**src/hw/rtl/shp_pkg.sv**
```systemverilog
`default_nettype none

package shp_pkg;

	// Configuration port
	localparam int unsigned CfgIdxW  = 3;
	localparam int unsigned CfgDataW = 16;

	localparam logic [CfgIdxW-1:0] RegEta        = 3'd0;
	localparam logic [CfgIdxW-1:0] RegBetaStart  = 3'd1;
	localparam logic [CfgIdxW-1:0] RegBetaFinal  = 3'd2;
	localparam logic [CfgIdxW-1:0] RegBetaFactor = 3'd3;
	localparam logic [CfgIdxW-1:0] RegBetaPeriod = 3'd4;

	localparam logic [15:0] EtaRst        = 16'd16384;
	localparam logic [15:0] BetaStartRst  = 16'd256;
	localparam logic [15:0] BetaFinalRst  = 16'd16384;
	localparam logic [11:0] BetaFactorRst = 12'd512;
	localparam logic [15:0] BetaPeriodRst = 16'd10;

	// Fixed-point constants
	localparam logic [30:0] One30    = 31'h4000_0000;
	localparam logic [27:0] UClamp   = 28'h800_0000;
	localparam logic [63:0] Half30   = 64'h0000_0000_2000_0000;
	localparam logic [63:0] Half24   = 64'h0000_0000_0080_0000;
	localparam logic [31:0] Half15   = 32'h0000_4000;
	localparam logic [39:0] NegLimit = 40'h00_8000_0000;
	localparam logic [39:0] PosLimit = 40'h00_7FFF_FFFF;

	// Series and squaring loop bounds
	localparam logic [2:0] TaylorFirst = 3'd2;
	localparam logic [2:0] TaylorLast  = 3'd7;
	localparam logic [2:0] SquareLast  = 3'd4;

	// Restoring divider: one quotient bit per cycle
	localparam int unsigned DivSteps = 31;
	localparam int unsigned DivCntW  = $clog2(DivSteps);

	typedef enum logic [4:0] {
		ST_IDLE,
		ST_MUL_U,
		ST_INIT_W,
		ST_MUL_TW,
		ST_MUL_RC,
		ST_TERM,
		ST_MUL_SQ,
		ST_ROUND_SQ,
		ST_DIV_P,
		ST_WAIT_P,
		ST_SIGMOID,
		ST_MUL_Q,
		ST_MUL_D,
		ST_MUL_G,
		ST_OUT_PROJ,
		ST_MUL_BETA,
		ST_DIV_MOD,
		ST_WAIT_MOD,
		ST_OUT_UPD
	} shp_state_t;

	typedef enum logic [4:0] {
		OP_NONE,
		OP_LOAD,
		OP_MUL_U,
		OP_INIT_W,
		OP_MUL_TW,
		OP_MUL_RC,
		OP_TERM,
		OP_MUL_SQ,
		OP_ROUND_SQ,
		OP_DIV_P,
		OP_SIGMOID,
		OP_MUL_Q,
		OP_MUL_D,
		OP_MUL_G,
		OP_OUT_PROJ,
		OP_MUL_BETA,
		OP_DIV_MOD,
		OP_OUT_UPD
	} shp_op_t;

	typedef struct packed {
		shp_op_t    op;
		logic [2:0] k;
	} shp_cmd_t;

	typedef struct packed {
		logic div_busy;
	} shp_stat_t;

	// floor(2^32 / k); the quotient it gives is at most one short
	function automatic logic [31:0] recip(input logic [2:0] k);
		logic [31:0] m;
		unique case (k)
			3'd2:    m = 32'h8000_0000;
			3'd3:    m = 32'h5555_5555;
			3'd4:    m = 32'h4000_0000;
			3'd5:    m = 32'h3333_3333;
			3'd6:    m = 32'h2AAA_AAAA;
			3'd7:    m = 32'h2492_4924;
			default: m = 32'hFFFF_FFFF;
		endcase
		return m;
	endfunction

endpackage

`default_nettype wire

```
**src/hw/rtl/shp_div.sv**
```systemverilog
`default_nettype none

module shp_div (
	input  wire logic                           clk,
	input  wire logic                           arst_n,
	input  wire logic                           start,
	input  wire logic [31:0]                    rem_init,
	input  wire logic [shp_pkg::DivSteps-1:0]   dvd,
	input  wire logic [31:0]                    dsr,
	output logic      [shp_pkg::DivSteps-1:0]   quo,
	output logic      [31:0]                    rem,
	output logic                                busy
);

	logic                             busy_q;
	logic [shp_pkg::DivCntW-1:0]      cnt_q;
	logic [31:0]                      rem_q;
	logic [31:0]                      dsr_q;
	logic [shp_pkg::DivSteps-1:0]     dvd_q;
	logic [shp_pkg::DivSteps-1:0]     quo_q;
	logic [31:0]                      trial;
	logic                             ge;

	// Remainder stays below the divisor, so the shifted value fits 32 bits
	assign trial = {rem_q[30:0], dvd_q[shp_pkg::DivSteps-1]};
	assign ge    = trial >= dsr_q;

	always_ff @(posedge clk or negedge arst_n) begin
		if (!arst_n) begin
			busy_q <= 1'b0;
			cnt_q  <= '0;
		end else if (start) begin
			busy_q <= 1'b1;
			cnt_q  <= shp_pkg::DivCntW'(shp_pkg::DivSteps - 1);
		end else if (busy_q) begin
			if (cnt_q == '0) begin
				busy_q <= 1'b0;
			end else begin
				cnt_q <= cnt_q - shp_pkg::DivCntW'(1);
			end
		end
	end

	always_ff @(posedge clk) begin
		if (start) begin
			rem_q <= rem_init;
			dvd_q <= dvd;
			dsr_q <= dsr;
			quo_q <= '0;
		end else if (busy_q) begin
			rem_q <= ge ? trial - dsr_q : trial;
			dvd_q <= {dvd_q[shp_pkg::DivSteps-2:0], 1'b0};
			quo_q <= {quo_q[shp_pkg::DivSteps-2:0], ge};
		end
	end

	assign quo  = quo_q;
	assign rem  = rem_q;
	assign busy = busy_q;

endmodule

`default_nettype wire

```
**src/hw/rtl/shp_ctrl.sv**
```systemverilog
`default_nettype none

module shp_ctrl (
	input  wire logic              clk,
	input  wire logic              arst_n,
	input  wire logic              in_valid,
	input  wire logic              func,
	output logic                   in_ready,
	output logic                   out_valid,
	input  wire logic              out_ready,
	output shp_pkg::shp_cmd_t      cmd,
	input  wire shp_pkg::shp_stat_t stat
);

	shp_pkg::shp_state_t state_q, state_d;
	logic [2:0]          k_q, k_d;
	logic [2:0]          sq_q, sq_d;
	logic                out_valid_q, out_valid_d;
	logic                out_free;
	logic                out_set;

	always_ff @(posedge clk or negedge arst_n) begin
		if (!arst_n) begin
			state_q     <= shp_pkg::ST_IDLE;
			k_q         <= '0;
			sq_q        <= '0;
			out_valid_q <= 1'b0;
		end else begin
			state_q     <= state_d;
			k_q         <= k_d;
			sq_q        <= sq_d;
			out_valid_q <= out_valid_d;
		end
	end

	assign out_free = !out_valid_q || out_ready;

	always_comb begin
		state_d  = state_q;
		k_d      = k_q;
		sq_d     = sq_q;
		cmd.op   = shp_pkg::OP_NONE;
		cmd.k    = k_q;
		in_ready = 1'b0;
		out_set  = 1'b0;
		unique case (state_q)
			shp_pkg::ST_IDLE: begin
				in_ready = 1'b1;
				if (in_valid) begin
					cmd.op  = shp_pkg::OP_LOAD;
					state_d = func ? shp_pkg::ST_MUL_BETA : shp_pkg::ST_MUL_U;
				end
			end
			shp_pkg::ST_MUL_U: begin
				cmd.op  = shp_pkg::OP_MUL_U;
				state_d = shp_pkg::ST_INIT_W;
			end
			shp_pkg::ST_INIT_W: begin
				cmd.op  = shp_pkg::OP_INIT_W;
				k_d     = shp_pkg::TaylorFirst;
				state_d = shp_pkg::ST_MUL_TW;
			end
			shp_pkg::ST_MUL_TW: begin
				cmd.op  = shp_pkg::OP_MUL_TW;
				state_d = shp_pkg::ST_MUL_RC;
			end
			shp_pkg::ST_MUL_RC: begin
				cmd.op  = shp_pkg::OP_MUL_RC;
				state_d = shp_pkg::ST_TERM;
			end
			shp_pkg::ST_TERM: begin
				cmd.op = shp_pkg::OP_TERM;
				if (k_q == shp_pkg::TaylorLast) begin
					sq_d    = '0;
					state_d = shp_pkg::ST_MUL_SQ;
				end else begin
					k_d     = k_q + 3'd1;
					state_d = shp_pkg::ST_MUL_TW;
				end
			end
			shp_pkg::ST_MUL_SQ: begin
				cmd.op  = shp_pkg::OP_MUL_SQ;
				state_d = shp_pkg::ST_ROUND_SQ;
			end
			shp_pkg::ST_ROUND_SQ: begin
				cmd.op = shp_pkg::OP_ROUND_SQ;
				if (sq_q == shp_pkg::SquareLast) begin
					state_d = shp_pkg::ST_DIV_P;
				end else begin
					sq_d    = sq_q + 3'd1;
					state_d = shp_pkg::ST_MUL_SQ;
				end
			end
			shp_pkg::ST_DIV_P: begin
				cmd.op  = shp_pkg::OP_DIV_P;
				state_d = shp_pkg::ST_WAIT_P;
			end
			shp_pkg::ST_WAIT_P: begin
				if (!stat.div_busy) begin
					state_d = shp_pkg::ST_SIGMOID;
				end
			end
			shp_pkg::ST_SIGMOID: begin
				cmd.op  = shp_pkg::OP_SIGMOID;
				state_d = shp_pkg::ST_MUL_Q;
			end
			shp_pkg::ST_MUL_Q: begin
				cmd.op  = shp_pkg::OP_MUL_Q;
				state_d = shp_pkg::ST_MUL_D;
			end
			shp_pkg::ST_MUL_D: begin
				cmd.op  = shp_pkg::OP_MUL_D;
				state_d = shp_pkg::ST_MUL_G;
			end
			shp_pkg::ST_MUL_G: begin
				cmd.op  = shp_pkg::OP_MUL_G;
				state_d = shp_pkg::ST_OUT_PROJ;
			end
			shp_pkg::ST_OUT_PROJ: begin
				// hold until the output register is free
				if (out_free) begin
					cmd.op  = shp_pkg::OP_OUT_PROJ;
					out_set = 1'b1;
					state_d = shp_pkg::ST_IDLE;
				end
			end
			shp_pkg::ST_MUL_BETA: begin
				cmd.op  = shp_pkg::OP_MUL_BETA;
				state_d = shp_pkg::ST_DIV_MOD;
			end
			shp_pkg::ST_DIV_MOD: begin
				cmd.op  = shp_pkg::OP_DIV_MOD;
				state_d = shp_pkg::ST_WAIT_MOD;
			end
			shp_pkg::ST_WAIT_MOD: begin
				if (!stat.div_busy) begin
					state_d = shp_pkg::ST_OUT_UPD;
				end
			end
			shp_pkg::ST_OUT_UPD: begin
				if (out_free) begin
					cmd.op  = shp_pkg::OP_OUT_UPD;
					out_set = 1'b1;
					state_d = shp_pkg::ST_IDLE;
				end
			end
			default: begin
				state_d = shp_pkg::ST_IDLE;
			end
		endcase
		out_valid_d = out_set ? 1'b1 : (out_ready ? 1'b0 : out_valid_q);
	end

	assign out_valid = out_valid_q;

endmodule

`default_nettype wire

```
**src/hw/rtl/shp_dp.sv**
```systemverilog
`default_nettype none

module shp_dp (
	input  wire logic                          clk,
	input  wire logic                          arst_n,
	input  wire logic                          cfg_we,
	input  wire logic [shp_pkg::CfgIdxW-1:0]   cfg_index,
	input  wire logic [shp_pkg::CfgDataW-1:0]  cfg_data,
	input  wire logic [15:0]                   iteration,
	input  wire logic [15:0]                   density_in,
	input  wire logic signed [31:0]            grad_in,
	input  wire shp_pkg::shp_cmd_t             cmd,
	output shp_pkg::shp_stat_t                 stat,
	output logic [15:0]                        density_out,
	output logic signed [31:0]                 grad_out,
	output logic [15:0]                        beta_now
);

	// Configuration and continuation state
	logic [15:0] eta_q;
	logic [15:0] beta_final_q;
	logic [11:0] beta_factor_q;
	logic [15:0] beta_period_q;
	logic [15:0] beta_cur_q;

	// Item and working registers
	logic [15:0] iter_q;
	logic [15:0] ad_q;
	logic        pos_q;
	logic        gneg_q;
	logic [31:0] mag_q;
	logic [63:0] prod_q;
	logic [29:0] w_q;
	logic [29:0] term_q;
	logic [29:0] tq_q;
	logic [30:0] r_q;
	logic [30:0] s_q;

	// Shared multiplier
	logic        mul_en;
	logic [31:0] mul_a;
	logic [31:0] mul_b;

	// Divider hookup
	logic                           div_start;
	logic [31:0]                    div_rem_init;
	logic [shp_pkg::DivSteps-1:0]   div_dvd;
	logic [31:0]                    div_dsr;
	logic [shp_pkg::DivSteps-1:0]   div_quo;
	logic [31:0]                    div_rem;
	logic                           div_busy;

	// Combinational helpers
	logic        pos_in;
	logic [15:0] ad_in;
	logic [31:0] graw;
	logic [31:0] mag_in;
	logic [32:0] u_full;
	logic [27:0] u_cl;
	logic [29:0] q0;
	logic [32:0] q0k;
	logic [32:0] rr;
	logic [29:0] q_fix;
	logic [63:0] sq_sum;
	logic [31:0] den;
	logic [30:0] p_val;
	logic [63:0] g_sum;
	logic [39:0] g_res;
	logic [31:0] g_sat;
	logic [31:0] g_val;
	logic [31:0] dens_sum;
	logic [19:0] cand;
	logic [15:0] cand_min;
	logic        step_ok;
	logic [15:0] beta_next;

	assign pos_in = density_in >= eta_q;
	assign ad_in  = pos_in ? density_in - eta_q : eta_q - density_in;
	assign graw   = grad_in;
	assign mag_in = graw[31] ? (~graw + 32'd1) : graw;

	// u = 2*beta*|x-eta| in Q.23, clamped to 16.0
	assign u_full = {prod_q[31:0], 1'b0};
	assign u_cl   = (u_full > 33'(shp_pkg::UClamp)) ? shp_pkg::UClamp : u_full[27:0];

	// Reciprocal quotient, then one fix-up step
	assign q0    = prod_q[61:32];
	assign q0k   = 33'(q0) * 33'(cmd.k);
	assign rr    = 33'(tq_q) - q0k;
	assign q_fix = q0 + 30'(rr >= 33'(cmd.k));

	assign sq_sum = prod_q + shp_pkg::Half30;
	assign den    = 32'(r_q) + 32'(shp_pkg::One30);
	assign p_val  = (div_quo > shp_pkg::One30) ? shp_pkg::One30 : div_quo;

	assign g_sum = prod_q + shp_pkg::Half24;
	assign g_res = g_sum[63:24];
	always_comb begin
		if (gneg_q) begin
			g_sat = (g_res > shp_pkg::NegLimit) ? shp_pkg::NegLimit[31:0] : g_res[31:0];
			g_val = ~g_sat + 32'd1;
		end else begin
			g_sat = (g_res > shp_pkg::PosLimit) ? shp_pkg::PosLimit[31:0] : g_res[31:0];
			g_val = g_sat;
		end
	end
	assign dens_sum = 32'(s_q) + shp_pkg::Half15;

	// Continuation step
	assign cand      = prod_q[27:8];
	assign cand_min  = (cand < 20'(beta_final_q)) ? cand[15:0] : beta_final_q;
	assign step_ok   = (iter_q != '0) && (beta_period_q != '0) && (div_rem == '0)
	                   && (beta_cur_q < beta_final_q);
	assign beta_next = step_ok ? cand_min : beta_cur_q;

	// Operand select for the shared multiplier and the divider
	always_comb begin
		mul_en       = 1'b1;
		mul_a        = '0;
		mul_b        = '0;
		div_start    = 1'b0;
		div_rem_init = '0;
		div_dvd      = '0;
		div_dsr      = '0;
		unique case (cmd.op)
			shp_pkg::OP_MUL_U: begin
				mul_a = 32'(beta_cur_q);
				mul_b = 32'(ad_q);
			end
			shp_pkg::OP_MUL_TW: begin
				mul_a = 32'(term_q);
				mul_b = 32'(w_q);
			end
			shp_pkg::OP_MUL_RC: begin
				mul_a = 32'(prod_q[59:30]);
				mul_b = shp_pkg::recip(cmd.k);
			end
			shp_pkg::OP_MUL_SQ: begin
				mul_a = 32'(r_q);
				mul_b = 32'(r_q);
			end
			shp_pkg::OP_MUL_Q: begin
				mul_a = 32'(s_q);
				mul_b = 32'(shp_pkg::One30 - s_q);
			end
			shp_pkg::OP_MUL_D: begin
				mul_a = 32'(prod_q[58:30]);
				mul_b = 32'(beta_cur_q);
			end
			shp_pkg::OP_MUL_G: begin
				mul_a = mag_q;
				mul_b = 32'(prod_q[43:13]);
			end
			shp_pkg::OP_MUL_BETA: begin
				mul_a = 32'(beta_cur_q);
				mul_b = 32'(beta_factor_q);
			end
			shp_pkg::OP_DIV_P: begin
				// round(2^60 / den): top of the dividend is 2^29, low bits den/2
				mul_en       = 1'b0;
				div_start    = 1'b1;
				div_rem_init = 32'h2000_0000;
				div_dvd      = den[31:1];
				div_dsr      = den;
			end
			shp_pkg::OP_DIV_MOD: begin
				mul_en       = 1'b0;
				div_start    = 1'b1;
				div_dvd      = shp_pkg::DivSteps'(iter_q);
				div_dsr      = 32'(beta_period_q);
			end
			default: begin
				mul_en = 1'b0;
			end
		endcase
	end

	shp_div u_div (
		.clk      (clk),
		.arst_n   (arst_n),
		.start    (div_start),
		.rem_init (div_rem_init),
		.dvd      (div_dvd),
		.dsr      (div_dsr),
		.quo      (div_quo),
		.rem      (div_rem),
		.busy     (div_busy)
	);

	assign stat.div_busy = div_busy;

	always_ff @(posedge clk or negedge arst_n) begin
		if (!arst_n) begin
			eta_q         <= shp_pkg::EtaRst;
			beta_final_q  <= shp_pkg::BetaFinalRst;
			beta_factor_q <= shp_pkg::BetaFactorRst;
			beta_period_q <= shp_pkg::BetaPeriodRst;
			beta_cur_q    <= shp_pkg::BetaStartRst;
		end else if (cfg_we) begin
			unique case (cfg_index)
				shp_pkg::RegEta:        eta_q         <= cfg_data;
				shp_pkg::RegBetaStart:  beta_cur_q    <= cfg_data;
				shp_pkg::RegBetaFinal:  beta_final_q  <= cfg_data;
				shp_pkg::RegBetaFactor: beta_factor_q <= cfg_data[11:0];
				shp_pkg::RegBetaPeriod: beta_period_q <= cfg_data;
				default: begin
				end
			endcase
		end else if (cmd.op == shp_pkg::OP_OUT_UPD) begin
			beta_cur_q <= beta_next;
		end
	end

	always_ff @(posedge clk) begin
		if (mul_en) begin
			prod_q <= 64'(mul_a) * 64'(mul_b);
		end
		unique case (cmd.op)
			shp_pkg::OP_LOAD: begin
				iter_q <= iteration;
				pos_q  <= pos_in;
				ad_q   <= ad_in;
				gneg_q <= graw[31];
				mag_q  <= mag_in;
			end
			shp_pkg::OP_INIT_W: begin
				// first series term is w itself
				w_q    <= {u_cl, 2'b00};
				term_q <= {u_cl, 2'b00};
				r_q    <= shp_pkg::One30 - 31'({u_cl, 2'b00});
			end
			shp_pkg::OP_MUL_RC: begin
				tq_q <= prod_q[59:30];
			end
			shp_pkg::OP_TERM: begin
				term_q <= q_fix;
				r_q    <= cmd.k[0] ? r_q - 31'(q_fix) : r_q + 31'(q_fix);
			end
			shp_pkg::OP_ROUND_SQ: begin
				r_q <= sq_sum[60:30];
			end
			shp_pkg::OP_SIGMOID: begin
				s_q <= pos_q ? p_val : shp_pkg::One30 - p_val;
			end
			shp_pkg::OP_OUT_PROJ: begin
				density_out <= dens_sum[30:15];
				grad_out    <= $signed(g_val);
				beta_now    <= beta_cur_q;
			end
			shp_pkg::OP_OUT_UPD: begin
				density_out <= '0;
				grad_out    <= '0;
				beta_now    <= beta_next;
			end
			default: begin
			end
		endcase
	end

endmodule

`default_nettype wire

```
**src/hw/rtl/smooth_heaviside_projection_top.sv**
```systemverilog
`default_nettype none

// Logistic Heaviside projection with beta continuation. A project word (func 0)
// returns s = 1/(1+exp(-2*beta*(x-eta))) in Q1.15 and the Q16.16 gradient scaled
// by s*(1-s)*2*beta, saturated to 32 bits; an update word (func 1) multiplies
// beta by beta_factor, capped at beta_final, when beta is below beta_final and
// the iteration is a nonzero multiple of beta_period, and returns zeros with
// the new beta. Every word yields one result word. One word is in work at a
// time. The restoring divider serves the reciprocal in the sigmoid and the
// period check on update; the single shared 32x32 multiplier serves the series,
// five squarings and gradient scaling in turn. A finished result waits in the
// output register while the next word is accepted. Configuration writes take
// effect at once; writing beta_start also loads the current beta.
module smooth_heaviside_projection_top (
	input  wire logic                          clk,
	input  wire logic                          arst_n,
	input  wire logic                          cfg_we,
	input  wire logic [shp_pkg::CfgIdxW-1:0]   cfg_index,
	input  wire logic [shp_pkg::CfgDataW-1:0]  cfg_data,
	input  wire logic                          in_valid,
	output logic                               in_ready,
	input  wire logic                          func,
	input  wire logic [15:0]                   iteration,
	input  wire logic [15:0]                   density_in,
	input  wire logic signed [31:0]            grad_in,
	output logic                               out_valid,
	input  wire logic                          out_ready,
	output logic [15:0]                        density_out,
	output logic signed [31:0]                 grad_out,
	output logic [15:0]                        beta_now
);

	shp_pkg::shp_cmd_t  cmd;
	shp_pkg::shp_stat_t stat;

	shp_ctrl u_ctrl (
		.clk       (clk),
		.arst_n    (arst_n),
		.in_valid  (in_valid),
		.func      (func),
		.in_ready  (in_ready),
		.out_valid (out_valid),
		.out_ready (out_ready),
		.cmd       (cmd),
		.stat      (stat)
	);

	shp_dp u_dp (
		.clk         (clk),
		.arst_n      (arst_n),
		.cfg_we      (cfg_we),
		.cfg_index   (cfg_index),
		.cfg_data    (cfg_data),
		.iteration   (iteration),
		.density_in  (density_in),
		.grad_in     (grad_in),
		.cmd         (cmd),
		.stat        (stat),
		.density_out (density_out),
		.grad_out    (grad_out),
		.beta_now    (beta_now)
	);

`ifndef NO_ASSERTIONS
	a_div_idle: assert property (@(posedge clk) disable iff (!arst_n)
		in_ready |-> !stat.div_busy)
		else $error("divider still running while accepting words");

	a_density_range: assert property (@(posedge clk) disable iff (!arst_n)
		out_valid |-> density_out <= 16'h8000)
		else $error("projected density above 1.0");

	a_result_after_work: assert property (@(posedge clk) disable iff (!arst_n)
		$rose(out_valid) |-> $past(!in_ready))
		else $error("result word appeared without work in flight");
`endif

endmodule

`default_nettype wire

```
**config.mk**
```make
export PLATFORM = sky130hd
export DESIGN_NAME = smooth_heaviside_projection_top
export DESIGN_NICKNAME = d
export VERILOG_FILES = /design/src/hw/rtl/shp_pkg.sv /design/src/hw/rtl/shp_div.sv /design/src/hw/rtl/shp_ctrl.sv /design/src/hw/rtl/shp_dp.sv /design/src/hw/rtl/smooth_heaviside_projection_top.sv
export SDC_FILE = /design/constraint.sdc
export NUM_CORES = 2
export LEC_CHECK = 0
export BUFFER_PORTS_ARGS = -buffer_cell sky130_fd_sc_hd__buf_4
export CAP_MARGIN = 25
export CELL_PAD_IN_SITES_DETAIL_PLACEMENT = 0
export CELL_PAD_IN_SITES_GLOBAL_PLACEMENT = 1
export CORE_MARGIN = 2
export CORE_UTILIZATION = 30
export CTS_CLUSTER_DIAMETER = 150
export DETAILED_ROUTE_END_ITERATION = 8
export PLACE_DENSITY = 0.53
export SETUP_SLACK_MARGIN = 0.02
export SLEW_MARGIN = 20
export SYNTH_ARGS = -nofsm -noshare
export SYNTH_HDL_FRONTEND = slang
export SYNTH_HIERARCHICAL = 1
export SYNTH_SLANG_ARGS = --single-unit
```
**constraint.sdc**
```tcl
create_clock -name clk -period 11 [get_ports clk]
set_input_delay 2.2 -clock clk [delete_from_list [all_inputs] [get_ports clk]]
set_output_delay 2.2 -clock clk [all_outputs]
set_load 0.005 [all_outputs]
```
## After elaboration in Yosys (flattened, before gate mapping)

Index checks and enable logic that the tools add are counted.

- Register bits after elaboration: 564
- Logic and storage cells: 209
- Output and inout bits: 66
- Input bits: 89

- Equal/unequal tests: 55
- Reduce and logical (&&, ||, !) cells: 32
- Multiply operators: 2
- Order comparisons: 9
- Add/subtract/negate cells: 19
- Multiplexer cells: 60
- Bitwise gates (word level): 2

Operators by type and width:

| kind | count |
|---|---|
| 32-bit one-hot mux with 8 select lines | 1 |
| 32-bit one-hot mux with 7 select lines | 1 |
| 32-bit two-way mux | 6 |
| 32-bit one-hot mux with 6 select lines | 1 |
| 31-bit two-way mux | 6 |
| 32-bit one-hot mux with 2 select lines | 2 |
| 16-bit two-way mux | 6 |
| 31-bit one-hot mux with 3 select lines | 1 |
| 5-bit one-hot mux with 18 select lines | 1 |
| 5-bit one-hot mux with 17 select lines | 1 |
| 5-bit by 4-bit equality test with 1-bit output, second input constant | 16 |
| 32-bit by 1-bit adder with 32-bit output, second input constant | 2 |
| 64-bit by 24-bit adder with 64-bit output, second input constant | 1 |
| 32-bit by 32-bit multiplier with 64-bit output | 1 |
| 32-bit inverter | 2 |
| 16-bit one-hot mux with 2 select lines | 2 |
| 31-bit one-hot mux with 2 select lines | 1 |
| 61-bit by 30-bit adder with 61-bit output, second input constant | 1 |
| 30-bit one-hot mux with 2 select lines | 1 |
| 5-bit by 3-bit equality test with 1-bit output, second input constant | 8 |
| 40-bit by 31-bit > comparator with 1-bit output, second input constant | 1 |
| 40-bit by 32-bit > comparator with 1-bit output, second input constant | 1 |
| 5-bit two-way mux | 8 |
| 33-bit by 3-bit greater-or-equal comparator with 1-bit output | 1 |
| 48 further kinds | 107 |

## Longest topological paths before layout

- Depth after elaboration: 9
- Depth in mapped cells: 45
- Depth with buffers taken out: 41

## Modules after synthesis

Netlist, hierarchy kept.

Modules (own cells, without submodules):

| module | times used | area each (um^2) | cells an instance | sequential area each (um^2) |
|---|---|---|---|---|
| shp_dp | 1 | 64171.5 | 7280 | 12209.2 |
| shp_div | 1 | 7297.0 | 658 | 3623.5 |
| shp_ctrl | 1 | 1006.0 | 121 | 300.3 |

## Least setup slack after synthesis

Ideal clock, no wire load.

- Path kind: input -> register
- Start point: input out_ready
- End point: register u_dp.prod_q[61] (data pin)
- Path slack: -1.542 ns
- Library setup time: 0.258 ns
- Path buffers: 3
- Arrival: 12.284 ns
- Stages on the path: 38
- Required time: 10.742 ns
- Cell sequence: nand2b_1 o21ai_0 a2111oi_0 nand2_1 nor2_1 clkbuf_1 clkbuf_1 a22oi_1 nand2_1 clkbuf_1 nand2_1 fa_1 inv_1 fa_1 inv_1 fa_1 inv_1 fa_1 [2 not listed] fa_1 inv_1 fa_1 inv_1 fa_1 inv_1 ha_1 a21oi_1 o21ai_0 a211oi_1 or2_2 o31a_1 o31ai_1 a31oi_1 a2111oi_0 or3_1 a21oi_1 xnor2_1

RTL lines:

| what | line | text |
|---|---|---|
| from (decl) | smooth_heaviside_projection_top.sv:27 | `input wire logic out_ready,` |
| to (signal assigned) | shp_dp.sv:216 | `prod_q <= 64'(mul_a) * 64'(mul_b);` |
| to (decl) | shp_dp.sv:32 | `logic [63:0] prod_q;` |

==> results.txt <==
The run finished, with violations left. The final reports fail on negative setup slack. The clock-pin transition on the worst setup and hold timing paths is 0.05 ns. In the synthesized netlist the dominant register cell turns out to be sky130_fd_sc_hd__edfxtp_1. The clock tree skew after final layout came out at 0.02612 ns. In this run the worst hold path is classified as reg2reg. The aggregate routed wire length is 318700 µm. For this run, design rule violations remaining after detail routing come to 0. Detailed placement ended at an HPWL of 260100 µm.

The depth of the worst register-to-register path came out at a little over 40. The startpoint identified for the worst hold timing path is u_dp/beta_factor_q[6]$_DFFE_PN0P_. The share of synthesized area occupied by flip-flops and latches came out at 0.2226.

The number of filler cells placed in the layout is 24490. The hold violation total from the final report is 0. The clock sink count came out at 563.

Pin placement for this block handled 155 I/O pins. The count of distinct cell types in the synthesized netlist came out at 118. The maximum single-stage delay on the critical path is 0.56 ns.

The number of pins with negative max-slew slack in the final report came to 0. The H-tree depth is 3. The first-pass iteration count of the detailed router came out at 6. The via count of the first global-routing pass came out at 63930. The critical path is of the in2reg type.

Of the total synthesized cell area, the portion taken by full adders, half adders and majority gates is 0.3411. The die is about 500 µm tall. Along the worst hold path, the cell count comes to 1. The global-route usage over all layers is 0.2562. No sink is reached through more buffers than the 3 on the longest clock path. The worst setup margin came out at -0.2177 ns. The area occupied by multi-input gates is around 0.052 mm². The startpoint of the worst-slack reg-to-reg timing path is u_ctrl/state_q[3]$_DFFE_PN0P_.

The area overhead of the layout relative to synthesis is 23.96%. The complex-gate fraction of the synthesized area was 0.1188. The post-synthesis instance area is between 0.07 and 0.08 mm². Counting stages on the worst path, the most repeated cell is sky130_fd_sc_hd__fa_1. From left edge to right edge, the die measures between 400 and 500 µm. The die area is around 0.25 mm². The residual overflow from global routing came out at 0. The congestion estimate from routability-driven global placement came to approximately 0.97. The final count of negative-setup-slack endpoints came out at 11. The cell family contributing the most delay on the critical path is adder cells.

In this run the clock root is driven by a sky130_fd_sc_hd__clkbuf_16. The arrival time at the worst endpoint is 11.64 ns. Setup repair after global routing could not meet its margin everywhere. The routed via count is around 63000. The xor-xnor portion of the synthesized cell area is 0.04338.

Of the total synthesized cell area, the portion taken by AND, OR, NAND and NOR gates is 0.1611. The number of buffers added on ports is 154. In the final design database the tool counted 10380 nets.

The flop and latch count out of synthesis came out at 563. For this run, the number of Yosys warnings is 6. The post-layout minimum cycle time came out at 11.22 ns. STA classifies the critical path startpoint as an input port. The standard cell area after detailed placement came out at 0.08427 mm². The share of post-route cells with drive strength above 1 came out at 0.1995. The area occupied by registers came out at around 0.016 mm². The number of rows in the core area came out at 180. The headroom to the max-slew limit is 0.2603.

The clock latency at the later pin of the worst-skew pair is 0.69 ns. Entering global routing, the biggest net connects a little over 80 pins. Derived from the worst setup path, the maximum achievable clock frequency is 89.14 MHz.

The maximum fanout encountered on the critical timing path is 8. The finished layout cell area came out at 0.08984 mm². The floorplan core area came out at 0.2403 mm².

The first-pass GRT wire length is 457600 µm. At the pin with the least slew margin, the transition time is roughly 1.1 ns. The initial core utilization came out at 0.3016. On the critical path, the stage with the largest delay is an instance of sky130_fd_sc_hd__fa_1. The ratio of routed vias to standard cells is approximately 5.2. The violation count after the first detailed-routing iteration is ~5600. The number of CTS-inserted buffers is 72. The average routed wire per standard cell came out at between 20 and 30 µm. The number of nets with antenna violations after detailed routing is 0. The worst hold-check slack is 0.5086 ns. The critical path buffer and inverter count is 13. STA classifies the critical path endpoint as a register. The cell count after synthesis came out at approximately 8100. The share of the cycle needed by the critical path after routing is 1.020.

The multiplexer share of the synthesized area came out at 0.02210. For hold timing, the worst endpoint is u_dp/beta_factor_q[6]$_DFFE_PN0P_. After synthesis, the largest family of logic cells by area is adder cells.

The initial antenna violation count came out at 15. The number of enable flip-flop cells after synthesis came out at 438. In this run the critical register-to-register path is captured at u_dp/prod_q[61]$_DFFE_PP_. The reported max-cap violation count came out at 0. The worst endpoint required time is 11.42 ns. The CTS tree is yes. Counting flops with an async set or reset pin after synthesis yields a share of 0.1670.

The mean post-synth cell area came out at 8.993 µm². The setup slack of the most critical reg-to-reg path is 0.50 ns.
==> stage by stage <==
stage	setup TNS (ns)	utilization	std cells	setup slack, ns
3_3_place_gp	-40.45	0.3506	11860	-1.394
2_1_floorplan	0	-	8090	0.003975
4_1_cts	-0.2906	0.3669	12060	-0.1067
3_5_place_dp	-43.30	0.3507	11860	-1.495
6_report	-1.173	0.3738	12140	-0.2177
5_1_grt	-4.672	0.3738	12140	-0.4628
==> cell type report <==
| type | count | share of cell area |
|---|---|---|
| multi-input combinational | 5816 | 0.5750 |
| sequential | 563 | 0.1796 |
| timing repair buffer | 1166 | 0.1212 |
| inverter | 1274 | 0.05337 |
| tap | 3185 | 0.04436 |
| clock buffer | 90 | 0.02149 |
| clock inverter | 40 | 0.004777 |
| antenna | 4 | 0.0001114 |
==> what timing repair did <==
action / in CTS / in global routing
endpoints found under the setup margin: 35 / 34
resized for setup: 147 / 250
hold buffers: 0 / 0
setup buffers: 60 / 67
gates cloned: 8 / 8
pin swaps: 70 / 144
==> worst register-to-register path: cells and delay by family (launching register included) <==
kind	cells	cell delay, ns
buf+inv	13	1.71
flops	1	0.61
xor+xnor	1	0.12
simple gates	8	1.52
fa+ha+maj	9	4.33
compound gates	10	1.96
==> sequential cells by signal, indices dropped and copies added (netlist names), 27 cells and up <==
signal	count
u_dp/u_div/dvd_q	31
u_dp/u_div/dsr_q	32
u_dp/w_q	27
u_dp/u_div/rem	32
u_dp/u_div/quo	31
u_dp/r_q	31
u_dp/s_q	31
u_dp/prod_q	64
u_dp/mag_q	32
u_dp/grad_out	32
u_dp/tq_q	30
u_dp/term_q	30
==> how the worst max path moves through the flow <==
stage / from / endpoint / cells past startpoint
6_report: out_ready / u_dp/prod_q[61]$_DFFE_PP_ / 42
5_1_grt: out_ready / u_dp/prod_q[61]$_DFFE_PP_ / 42
4_1_cts: out_ready / u_dp/prod_q[61]$_DFFE_PP_ / 43
3_5_place_dp: out_ready / u_dp/prod_q[61]$_DFFE_PP_ / 36
3_3_place_gp: out_ready / u_dp/prod_q[61]$_DFFE_PP_ / 36
2_1_floorplan: out_ready / u_dp/prod_q[61]$_DFFE_PP_ / 38
==> synthesized netlist by cell type, drive strengths merged, types with 47 or more instances <==
master | number | area share
a22oi | 65 | 0.0068
fa | 956 | 0.26
nor2 | 493 | 0.026
ha | 446 | 0.077
nor3 | 116 | 0.0086
dfrtp | 88 | 0.030
clkbuf | 324 | 0.017
mux2 | 64 | 0.0099
a22o | 47 | 0.0057
nand2 | 1335 | 0.069
nand2b | 52 | 0.0048
nor4 | 57 | 0.0055
a31oi | 65 | 0.0056
xnor2 | 218 | 0.026
a21o | 115 | 0.012
o21ai | 264 | 0.019
inv | 1272 | 0.066
buf | 114 | 0.0081
a221oi | 48 | 0.0058
a21oi | 308 | 0.022
xor2 | 141 | 0.017
and2 | 130 | 0.011
nand3 | 133 | 0.0093
mux2i | 88 | 0.012
nand4 | 72 | 0.0062
edfxtp | 438 | 0.18
==> layout by cell type (no fill, tap or decap), types with 40 or more instances in the layout <==
cell and count:
sky130_fd_sc_hd__nand2_1 1289, sky130_fd_sc_hd__inv_1 1224, sky130_fd_sc_hd__buf_4 958, sky130_fd_sc_hd__fa_1 905, sky130_fd_sc_hd__nor2_1 473, sky130_fd_sc_hd__edfxtp_1 438
sky130_fd_sc_hd__ha_1 418, sky130_fd_sc_hd__a21oi_1 279, sky130_fd_sc_hd__o21ai_0 228, sky130_fd_sc_hd__xnor2_1 216, sky130_fd_sc_hd__xor2_1 139, sky130_fd_sc_hd__and2_1 129
sky130_fd_sc_hd__buf_12 126, sky130_fd_sc_hd__nand3_1 120, sky130_fd_sc_hd__a21o_1 115, sky130_fd_sc_hd__nor3_1 98, sky130_fd_sc_hd__mux2i_1 88, sky130_fd_sc_hd__dfrtp_1 85
sky130_fd_sc_hd__clkbuf_16 81, sky130_fd_sc_hd__nand4_1 72, sky130_fd_sc_hd__mux2_2 64, sky130_fd_sc_hd__buf_6 62, sky130_fd_sc_hd__a31oi_1 61, sky130_fd_sc_hd__a22oi_1 55
sky130_fd_sc_hd__nor4_1 51, sky130_fd_sc_hd__fa_2 51, sky130_fd_sc_hd__inv_2 48, sky130_fd_sc_hd__nand2b_1 43, sky130_fd_sc_hd__a22o_1 43, sky130_fd_sc_hd__o211ai_1 42
sky130_fd_sc_hd__nor2b_1 40
==> layer usage <==
metal,global-route usage,vias up,share of wire
li1,-,28090,-
met5,0,-,0
met1,0.3757,32490,0.46
met3,0.03514,350,0.066
met2,0.3944,2233,0.44
met4,0.06694,0,0.032
==> cells by family (layout without fill, tap and decap cells) <==
logic type               Yosys count  after routing
flip-flops                       563            563
multiplexers                     152            152
other                              1             36
AND/OR/NAND/NOR                 2596           2597
AO/OA/AOI/OAI                   1274           1274
adder cells (fa/ha/maj)         1402           1402
buffers and inverters           1712           2570
XOR/XNOR                         359            359
Power is left out: the tool's default activity adds up to more than one toggle a clock period on the data nets, which glitch-free logic cannot reach.
